==> config.mk <==
export PLATFORM = sky130hd
export DESIGN_NAME = fault_trace_capture
export DESIGN_NICKNAME = d
export VERILOG_FILES = /design/src/rtl/ftc_pkg.sv /design/src/rtl/ftc_lane.sv /design/src/rtl/ftc_slot_ctrl.sv /design/src/rtl/fault_trace_capture.sv
export SDC_FILE = /design/constraint.sdc
export NUM_CORES = 2
export LEC_CHECK = 0
export ABC_AREA = 1
export BUFFER_PORTS_ARGS = -buffer_cell sky130_fd_sc_hd__buf_4
export CAP_MARGIN = 25
export CORE_MARGIN = 2
export CORE_UTILIZATION = 55
export CTS_BUF_LIST = sky130_fd_sc_hd__clkbuf_8
export DETAILED_ROUTE_END_ITERATION = 8
export MAX_ROUTING_LAYER = met4
export PLACE_DENSITY = 0.74
export SYNTH_ARGS = -nofsm -noshare
export SYNTH_HDL_FRONTEND = slang
export SYNTH_SLANG_ARGS = --single-unit
==> constraint.sdc <==
create_clock -name clock -period 20.3 [get_ports clock]
set_input_delay 1.015 -clock clock [delete_from_list [all_inputs] [get_ports clock]]
set_output_delay 1.015 -clock clock [all_outputs]
set_load 0.01 [all_outputs]
==> src/rtl/ftc_pkg.sv <==
`timescale 1ns / 1ps

package ftc_pkg;

   localparam int DepthDefault    = 512;
   localparam int ChannelsDefault = 8;
   localparam int LaneCount       = 8;

   localparam int ValueW = 24;
   localparam int WordW  = 16;
   localparam int SlotW  = 9;
   localparam int LimitW = 12;

   localparam logic [LimitW-1:0] LimitReset = 12'd3270;
   localparam int                WordMax    = 32767;

   typedef struct packed {
      logic signed [ValueW-1:0] ch0_value;
      logic signed [ValueW-1:0] ch1_value;
      logic signed [ValueW-1:0] ch2_value;
      logic signed [ValueW-1:0] ch3_value;
      logic signed [ValueW-1:0] ch4_value;
      logic signed [ValueW-1:0] ch5_value;
      logic signed [ValueW-1:0] ch6_value;
      logic signed [ValueW-1:0] ch7_value;
      logic                     heavy_fault;
   } ftc_req_type;

   typedef struct packed {
      logic                    stored;
      logic                    to_post;
      logic [SlotW-1:0]        slot;
      logic                    capture_done;
      logic signed [WordW-1:0] word0;
      logic signed [WordW-1:0] word1;
      logic signed [WordW-1:0] word2;
      logic signed [WordW-1:0] word3;
      logic signed [WordW-1:0] word4;
      logic signed [WordW-1:0] word5;
      logic signed [WordW-1:0] word6;
      logic signed [WordW-1:0] word7;
   } ftc_rsp_type;

   typedef struct packed {
      logic             stored;
      logic             to_post;
      logic [SlotW-1:0] slot;
      logic             capture_done;
   } ftc_slot_type;

endpackage

==> src/rtl/ftc_lane.sv <==
`timescale 1ns / 1ps

module ftc_lane import ftc_pkg::*; (
   input  logic signed [ValueW-1:0] value,
   input  logic [LimitW-1:0]        limit,
   output logic signed [WordW-1:0]  word
);

   localparam int RawW  = ValueW + 1;
   localparam int ProdW = RawW + 4;
   localparam int QuotW = ProdW - 8;

   logic signed [RawW-1:0]  raw;
   logic signed [RawW-1:0]  lim_pos;
   logic signed [RawW-1:0]  lim_neg;
   logic signed [RawW-1:0]  clamped;
   logic signed [ProdW-1:0] wide;
   logic signed [ProdW-1:0] biased;
   logic [ProdW-1:0]        mag;
   logic [QuotW-1:0]        quot;
   logic [WordW-1:0]        sat;

   always_comb begin
      raw     = RawW'(value);
      lim_pos = $signed({{(RawW-LimitW-8){1'b0}}, limit, 8'h00});
      lim_neg = -lim_pos;
      if (raw > lim_pos) begin
         clamped = lim_pos;
      end else if (raw < lim_neg) begin
         clamped = lim_neg;
      end else begin
         clamped = raw;
      end
      // 10*r + 0.5 in 1/256 units, then truncate toward zero
      wide   = ProdW'(clamped);
      biased = (wide <<< 3) + (wide <<< 1) + ProdW'(128);
      mag    = biased[ProdW-1] ? ProdW'(-biased) : ProdW'(biased);
      quot   = mag[ProdW-1:8];
      if (quot > QuotW'(WordMax)) begin
         sat = WordW'(WordMax);
      end else begin
         sat = quot[WordW-1:0];
      end
      word = biased[ProdW-1] ? $signed(-sat) : $signed(sat);
   end

endmodule

==> src/rtl/ftc_slot_ctrl.sv <==
`timescale 1ns / 1ps

module ftc_slot_ctrl import ftc_pkg::*; #(
   parameter int DEPTH = DepthDefault
) (
   input  logic         clock,
   input  logic         reset,
   input  logic         advance,
   input  logic         heavy_fault,
   output ftc_slot_type info
);

   localparam int CntW = (DEPTH > 1) ? $clog2(DEPTH) : 1;
   localparam logic [CntW-1:0] LastSlot = CntW'(DEPTH - 1);

   logic [CntW-1:0] pre_slot_ff, pre_slot_in;
   logic [CntW-1:0] post_slot_ff, post_slot_in;
   logic            stopped_ff, stopped_in;

   always_comb begin
      pre_slot_in  = pre_slot_ff;
      post_slot_in = post_slot_ff;
      stopped_in   = stopped_ff;
      info.stored  = 1'b1;
      info.to_post = heavy_fault;
      if (heavy_fault) begin
         info.slot = SlotW'(post_slot_ff);
         if (stopped_ff) begin
            info.stored = 1'b0;
         end else if (post_slot_ff == LastSlot) begin
            post_slot_in = '0;
            stopped_in   = 1'b1;
         end else begin
            post_slot_in = post_slot_ff + 1'b1;
         end
      end else begin
         info.slot   = SlotW'(pre_slot_ff);
         pre_slot_in = (pre_slot_ff == LastSlot) ? '0 : pre_slot_ff + 1'b1;
      end
      info.capture_done = stopped_in;
   end

   always_ff @(posedge clock) begin
      if (reset) begin
         pre_slot_ff  <= '0;
         post_slot_ff <= '0;
         stopped_ff   <= 1'b0;
      end else if (advance) begin
         pre_slot_ff  <= pre_slot_in;
         post_slot_ff <= post_slot_in;
         stopped_ff   <= stopped_in;
      end
   end

endmodule

==> src/rtl/fault_trace_capture.sv <==
`timescale 1ns / 1ps

// Fault trace capture front end. Each request transaction carries one sample
// tick of eight signed channel values and the heavy fault flag; each produces
// exactly one response transaction with the clamped, scaled words and the
// store slot they belong in (pre-fault ring, or post-fault store until it has
// filled once, after which fault ticks report stored = 0). The response feeds
// the trace store memories, banked one per channel. A transaction is taken
// every cycle unless req_stall is high, and passes through the input register
// and the result register around the per-channel clamp/scale lanes. rsp_stall
// reaches req_stall through the same cycle. The user must write the clamp
// limit through the csr port while no transaction is in flight; unenforced.

module fault_trace_capture import ftc_pkg::*; #(
   parameter int DEPTH    = DepthDefault,
   parameter int CHANNELS = ChannelsDefault
) (
   input  logic              clock,
   input  logic              reset,
   input  logic              req_valid,
   output logic              req_stall,
   input  ftc_req_type       req_payload,
   output logic              rsp_valid,
   input  logic              rsp_stall,
   output ftc_rsp_type       rsp_payload,
   input  logic              csr_write_enable,
   input  logic [LimitW-1:0] csr_write_data
);

   logic [LimitW-1:0] limit_ff;
   logic              s1_valid_ff;
   ftc_req_type       s1_req_ff;
   logic              rsp_valid_ff;
   ftc_rsp_type       rsp_ff, rsp_in;
   logic              out_ready;
   logic              s1_ready;
   logic              advance;
   ftc_slot_type      slot_info;

   logic signed [ValueW-1:0] ch_value [LaneCount];
   logic signed [WordW-1:0]  ch_word  [LaneCount];

   assign out_ready = !rsp_valid_ff || !rsp_stall;
   assign advance   = s1_valid_ff && out_ready;
   assign s1_ready  = !s1_valid_ff || out_ready;
   assign req_stall = !s1_ready;

   assign ch_value[0] = s1_req_ff.ch0_value;
   assign ch_value[1] = s1_req_ff.ch1_value;
   assign ch_value[2] = s1_req_ff.ch2_value;
   assign ch_value[3] = s1_req_ff.ch3_value;
   assign ch_value[4] = s1_req_ff.ch4_value;
   assign ch_value[5] = s1_req_ff.ch5_value;
   assign ch_value[6] = s1_req_ff.ch6_value;
   assign ch_value[7] = s1_req_ff.ch7_value;

   for (genvar i = 0; i < LaneCount; i++) begin : g_lane
      if (i < CHANNELS) begin : g_used
         ftc_lane u_lane (
            .value (ch_value[i]),
            .limit (limit_ff),
            .word  (ch_word[i])
         );
      end else begin : g_unused
         assign ch_word[i] = '0;
      end
   end

   ftc_slot_ctrl #(
      .DEPTH (DEPTH)
   ) u_slot_ctrl (
      .clock       (clock),
      .reset       (reset),
      .advance     (advance),
      .heavy_fault (s1_req_ff.heavy_fault),
      .info        (slot_info)
   );

   always_comb begin
      rsp_in.stored       = slot_info.stored;
      rsp_in.to_post      = slot_info.to_post;
      rsp_in.slot         = slot_info.slot;
      rsp_in.capture_done = slot_info.capture_done;
      rsp_in.word0        = slot_info.stored ? ch_word[0] : '0;
      rsp_in.word1        = slot_info.stored ? ch_word[1] : '0;
      rsp_in.word2        = slot_info.stored ? ch_word[2] : '0;
      rsp_in.word3        = slot_info.stored ? ch_word[3] : '0;
      rsp_in.word4        = slot_info.stored ? ch_word[4] : '0;
      rsp_in.word5        = slot_info.stored ? ch_word[5] : '0;
      rsp_in.word6        = slot_info.stored ? ch_word[6] : '0;
      rsp_in.word7        = slot_info.stored ? ch_word[7] : '0;
   end

   always_ff @(posedge clock) begin
      if (reset) begin
         limit_ff     <= LimitReset;
         s1_valid_ff  <= 1'b0;
         rsp_valid_ff <= 1'b0;
      end else begin
         if (csr_write_enable) begin
            limit_ff <= csr_write_data;
         end
         if (s1_ready) begin
            s1_valid_ff <= req_valid;
         end
         if (out_ready) begin
            rsp_valid_ff <= s1_valid_ff;
         end
      end
   end

   always_ff @(posedge clock) begin
      if (s1_ready && req_valid) begin
         s1_req_ff <= req_payload;
      end
      if (advance) begin
         rsp_ff <= rsp_in;
      end
   end

   assign rsp_valid   = rsp_valid_ff;
   assign rsp_payload = rsp_ff;

endmodule

* Word level (Yosys, flattened, before mapping)
Index checks and enable logic that the tools add are counted.
Operators by class: $add $sub $neg 35, reduce and logical (&&, ||, !) cells 10, bitwise logic cells 2, $lt $le $gt $ge 24, equal/unequal tests 2, muxes and demuxes 48
Operator list (number):
- $mux 25 | 16
- $mux 16 | 16
- $add 28x26->29 | 8
- $add 29x9->29 const B | 8
- $mux 29 | 8
- $neg 29->29 | 8
- $lt 24x25->1 | 8
- $gt 24x21->1 | 8
- $gt 21x15->1 const B | 8
- $neg 16->16 | 8
- $mux 9 | 3
- $neg 20->25 | 1
- $add 9x1->9 const B | 2
- $eq 9x9->1 const B | 2
- $mux 1 | 5
- $logic_not 1->1 | 4
- $reduce_and 3->1 | 1
- $logic_and 1x1->1 | 2
- $logic_or 1x1->1 | 2
- $not 1->1 | 2
- $reduce_and 2->1 | 1
Word-level totals: register bits 366, output and inout bits 142, input port bits 210

* Depth between registers and ports, before layout
word-level depth 12, mapped depth 64

* By module
A second synthesis with hierarchy kept.
Unflattened totals: cells, all modules 7953, area, all modules 50510.9 um^2
Modules (own cells, without submodules):
- ftc_lane (g_lane[1].g_used.u_lane ...) | area an instance 4707.0 um^2, instances 6, sequential area each 0.0 um^2, cells each 887
- fault_trace_capture | area an instance 11609.9 um^2, instances 1, sequential area each 10279.9 um^2, cells each 668
- ftc_lane (g_lane[0].g_used.u_lane ...) | area an instance 4774.6 um^2, instances 2, sequential area each 0.0 um^2, cells each 895
- ftc_slot_ctrl | area an instance 1109.8 um^2, instances 1, sequential area each 380.4 um^2, cells each 173

* Least setup slack after synthesis
No wires, ideal clock.
kind input-to-reg, start in rsp_stall, end reg u_slot_ctrl.post_slot_ff[7], path buffers 0, required time 20.162 ns, data arrival time 8.810 ns, cell stages on the path 12, path slack 11.352 ns, library setup time 0.138 ns, cells stage by stage nand2_1 -> inv_1 -> nor2_1 -> inv_1 -> nor3_1 -> nand4_1 -> inv_1 -> nand2_1 -> nor2_1 -> nand2_1 -> xor2_1 -> nor2_1
On the way: cells in the longest elaborated chain, start to end 4
RTL lines:
- start: declaration | RTL line fault_trace_capture.sv:24 | input logic rsp_stall,
- $logic_not 1->1 | RTL line fault_trace_capture.sv:43 | assign out_ready = !rsp_valid_ff || !rsp_stall;
- $logic_or 1x1->1 | RTL line fault_trace_capture.sv:43
- $logic_and 1x1->1 | RTL line fault_trace_capture.sv:44 | assign advance = s1_valid_ff && out_ready;
- named net advance | RTL line fault_trace_capture.sv:37 | logic advance;
- $reduce_and 3->1 (no line)
- end signal: assignment | RTL line ftc_slot_ctrl.sv:50 | post_slot_ff <= post_slot_in;
- end: declaration | RTL line ftc_slot_ctrl.sv:17 | logic [CntW-1:0] post_slot_ff, post_slot_in;
The timed path passes the listed nets, and every way through them passes these cells. A chain may end at the register's enable or synchronous reset.

* Final worst setup path
start reg limit_ff[1], end reg rsp_ff (netlist bit rsp_payload[28]) (data pin)
On the way: cells in the longest elaborated chain, start to end 12, elaborated cells between the ends (all ways) 13, classes of those cells 5 x add/sub; 3 x order compare; 5 x mux
RTL lines:
- start: declaration | RTL line fault_trace_capture.sv:30 | logic [LimitW-1:0] limit_ff;
- start signal: assignment | RTL line fault_trace_capture.sv:96 | limit_ff <= LimitReset;
- start signal: assignment | RTL line fault_trace_capture.sv:101 | limit_ff <= csr_write_data;
- $neg 20->25 | RTL line ftc_lane.sv:26 | lim_neg = -lim_pos;
- $lt 24x25->1 | RTL line ftc_lane.sv:29 | end else if (raw < lim_neg) begin
- $mux 25 | RTL line ftc_lane.sv:29
- $mux 25 * | RTL line ftc_lane.sv:27 | if (raw > lim_pos) begin
- $add 28x26->29 * | RTL line ftc_lane.sv:36 | biased = (wide <<< 3) + (wide <<< 1) + ProdW'(128);
- $add 29x9->29 * | RTL line ftc_lane.sv:36
- $neg 29->29 | RTL line ftc_lane.sv:37 | mag = biased[ProdW-1] ? ProdW'(-biased) : ProdW'(biased);
- $mux 29 | RTL line ftc_lane.sv:37
- $gt 21x15->1 | RTL line ftc_lane.sv:39 | if (quot > QuotW'(WordMax)) begin
- $mux 16 | RTL line ftc_lane.sv:39
- $neg 16->16 | RTL line ftc_lane.sv:44 | word = biased[ProdW-1] ? $signed(-sat) : $signed(sat);
- $mux 16 * | RTL line ftc_lane.sv:44
- end signal: assignment | RTL line fault_trace_capture.sv:117 | rsp_ff <= rsp_in;
- end: declaration | RTL line fault_trace_capture.sv:34 | ftc_rsp_type rsp_ff, rsp_in;
Mark *: on every way between the ends. The rest lies on a longest branch, timed or not.

==> summary.txt <==
Critical Path End Type = flop
arrival time worst endpoint = 10.88 ns
proportion of layout cells with a drive suffix above 1 = 10.2%
Clock Latency Late Sink = 0.71 ns
clk slew on worst S/H paths = 0.06 ns
largest net degree at the start of global routing = 124
CP dominant cell by count = nand2_1
vias in the first global route = 39600
DR vias/cell = 5.66
Fin Hold WS = 0.469 ns
critical hold path startpoint = u_slot_ctrl.pre_slot_ff[8]
# hold bufs at CTS = 0
Rel. slew slack = 31.3%
most frequent cells in the layout = 1453 x nand2_1, 735 x inv_1, 685 x nor2_1
maximum vdd drop = 0.0658 mV
Main synth FF type = edfxtp_1
routed wire length = 130000 µm
Setup Fix Bufs, Post-CTS = 0
antenna-violating nets left = 0
Max Cap Viol = 0
Cells after Synth = 6044
Setup Skew = 0.0365 ns
fin nets = 7200
Layout area overhead = 12.3%
r2r worst-path depth = 52
max layer used = met4
Tcrit/Tclk final = 51.4%
Finish-stage setup viols = 0
CP Launch Point = limit_ff[1]
IO buf count = 351
Top Ports = 352
CP required = 20.75 ns
Starting Density = 55.7%
critical path's slowest cell = nor2_2
number of flops mapped to enable cells by yosys = 333
WHS Endpoint = u_slot_ctrl.pre_slot_ff[8]
gr usage total = 33.3%
pwr/cell area = 73.3 nW/µm²
unrepaired setup endpoints after global routing = no
H-tree levels = 3
Pre-antenna DRT Iters = 6
slew of the pin with the lowest slew margin = 1.03 ns
final RePlAce weighted congestion = 1.01
DR iter-0 viols = 3410
fmax = 95.9 MHz
register area share after synthesis = 25.1%
Fillers = 7125
outcome = finished, final reports clean
type of the most critical hold path = flop to flop
CORE AREA = 76200 µm²
CTS tree = done
metal3 WL = 10100 µm
Clock Sinks = 366
GR Overflow Total = 0
TritonCTS Buffers = 70
HPWL after DPL = 102000 µm
Die Span Y = 282 µm
Sum Neg Setup Slack = 0 ns
register bit total from synthesis = 366
syn nets = 6851
Wirelength per Cell = 17.4 µm
Rows = 101
Synth Warn # = 0
CP max FO = 22
ys async rst share = 0%
cts repair resizes = 0
initial antenna violation count = 4
Die ar. = 79500 µm²
Setup CP Type = flop to flop
Max Slew Vio Count = 0
M1 WL = 56800 µm
Fin. Hold Viols = 0
Pleak = 23.5 nW
Core Util, Final = 62.6%
Worst Hold Depth = 2
RR Endpoint = rsp_payload[28]
clock root buffer master = clkbuf_8
DRC = 0
reg2reg setup slack = 9.87 ns
post-synth cell types = 65
Vias = 42300
Crit path largest cell delay = 0.62 ns
commonest non-fill, non-tap cell in the layout = nand2_1
chip width = 282 µm
first-pass GRT wire length = 205000 µm
met2 wire len = 58300 µm
syn avg cell area = 7.03 µm²
reg-to-reg startpoint = limit_ff[1]
Period minus WS final = 10.43 ns
Mapped Area = 42500 µm²
Critical Path Start Type = flop
Longest Clk Path Bufs = 3
==> cell type report <==
cell class	instances	area (µm²)	share of cell area, %
multi-input cells	4824	28500	59.8
diodes	4	10.0	0.0210
clock inverters	51	474	0.994
repair buffers	388	2930	6.14
well taps	1030	1290	2.70
clock buffers	74	1020	2.14
flip-flops and latches	366	10700	22.4
inverters	743	2800	5.86
==> logic make-up after synthesis <==
group | after synthesis | share of synthesized area (%)
flops | 366 | 25.1
simple gates | 2935 | 30.1
fa+ha+maj | 597 | 17.7
buf+inv | 854 | 7.97
xor+xnor | 254 | 5.32
compound gates | 1038 | 13.8
==> critical path: cells and delay by family (launching register included) <==
kind            cells  cell delay (ns)
fa+ha+maj           5             1.46
simple gates       33             4.86
buf+inv             7             1.53
compound gates      5             1.14
flops               1             0.30
xor+xnor            2             0.86
==> power breakdown <==
group / total [W] / switching, W / internal [W]
sequential: 0.000923 / 0.0000378 / 0.000885
clock: 0.000806 / 0.000370 / 0.000436
combinational: 0.00177 / 0.00118 / 0.000584
total: 0.00350 / 0.00159 / 0.00190
==> worst max-delay path by stage <==
stage | to | slack, ns | cells after the start
global placement | rsp_payload[28] | 10.31 | 54
finish | rsp_payload[28] | 9.87 | 52
global route | rsp_payload[28] | 8.76 | 53
floorplan | u_slot_ctrl.post_slot_ff[7] | 11.35 | 12
detailed placement | rsp_payload[28] | 10.03 | 52
CTS | rsp_payload[28] | 10.01 | 54
==> flip-flops by register name, summed over array words and instances (netlist names) <==
register and count:
rsp_payload 140, s1_req_ff 1, rsp_valid 1, u_slot_ctrl.post_slot_ff 9, limit_ff 12, s1_valid_ff 1
ch_value 192, u_slot_ctrl.stopped_ff 1, u_slot_ctrl.pre_slot_ff 9
==> Yosys cell counts (all sizes together), types with 53 or more instances <==
cell    count  share of area (%)
a21oi     407                4.8
buf        53               0.89
clkbuf     58               0.51
edfxtp    333                 24
ha        589                 17
inv       737                6.5
nand2    1483                 13
nand3     388                4.8
nand4     119                1.8
nor2      738                7.1
nor3       85                1.0
o211ai     99                1.8
o21ai     382                4.5
xnor2      95                2.0
xor2      159                3.3
==> through the flow <==
stage,power [W],area (µm²),worst slack [ns],instances
final,0.00350,47700,9.87,7480
after global routing,0.00376,47700,8.76,7480
after CTS,0.00348,47600,10.01,7473
after detailed placement,0.00267,46100,10.03,7348
after global placement,0.00265,46100,10.31,7348
after floorplan,0.00223,42500,11.35,6044
==> metal layers <==
| metal | track usage [%] | vias up |
|---|---|---|
| met5 | - | - |
| met4 | 11.7 | 0 |
| met3 | 4.89 | 267 |
| met2 | 53.1 | 1458 |
| met1 | 43.0 | 19400 |
| li1 | - | 21200 |
Note: power is estimated with default switching activity, not from simulation.
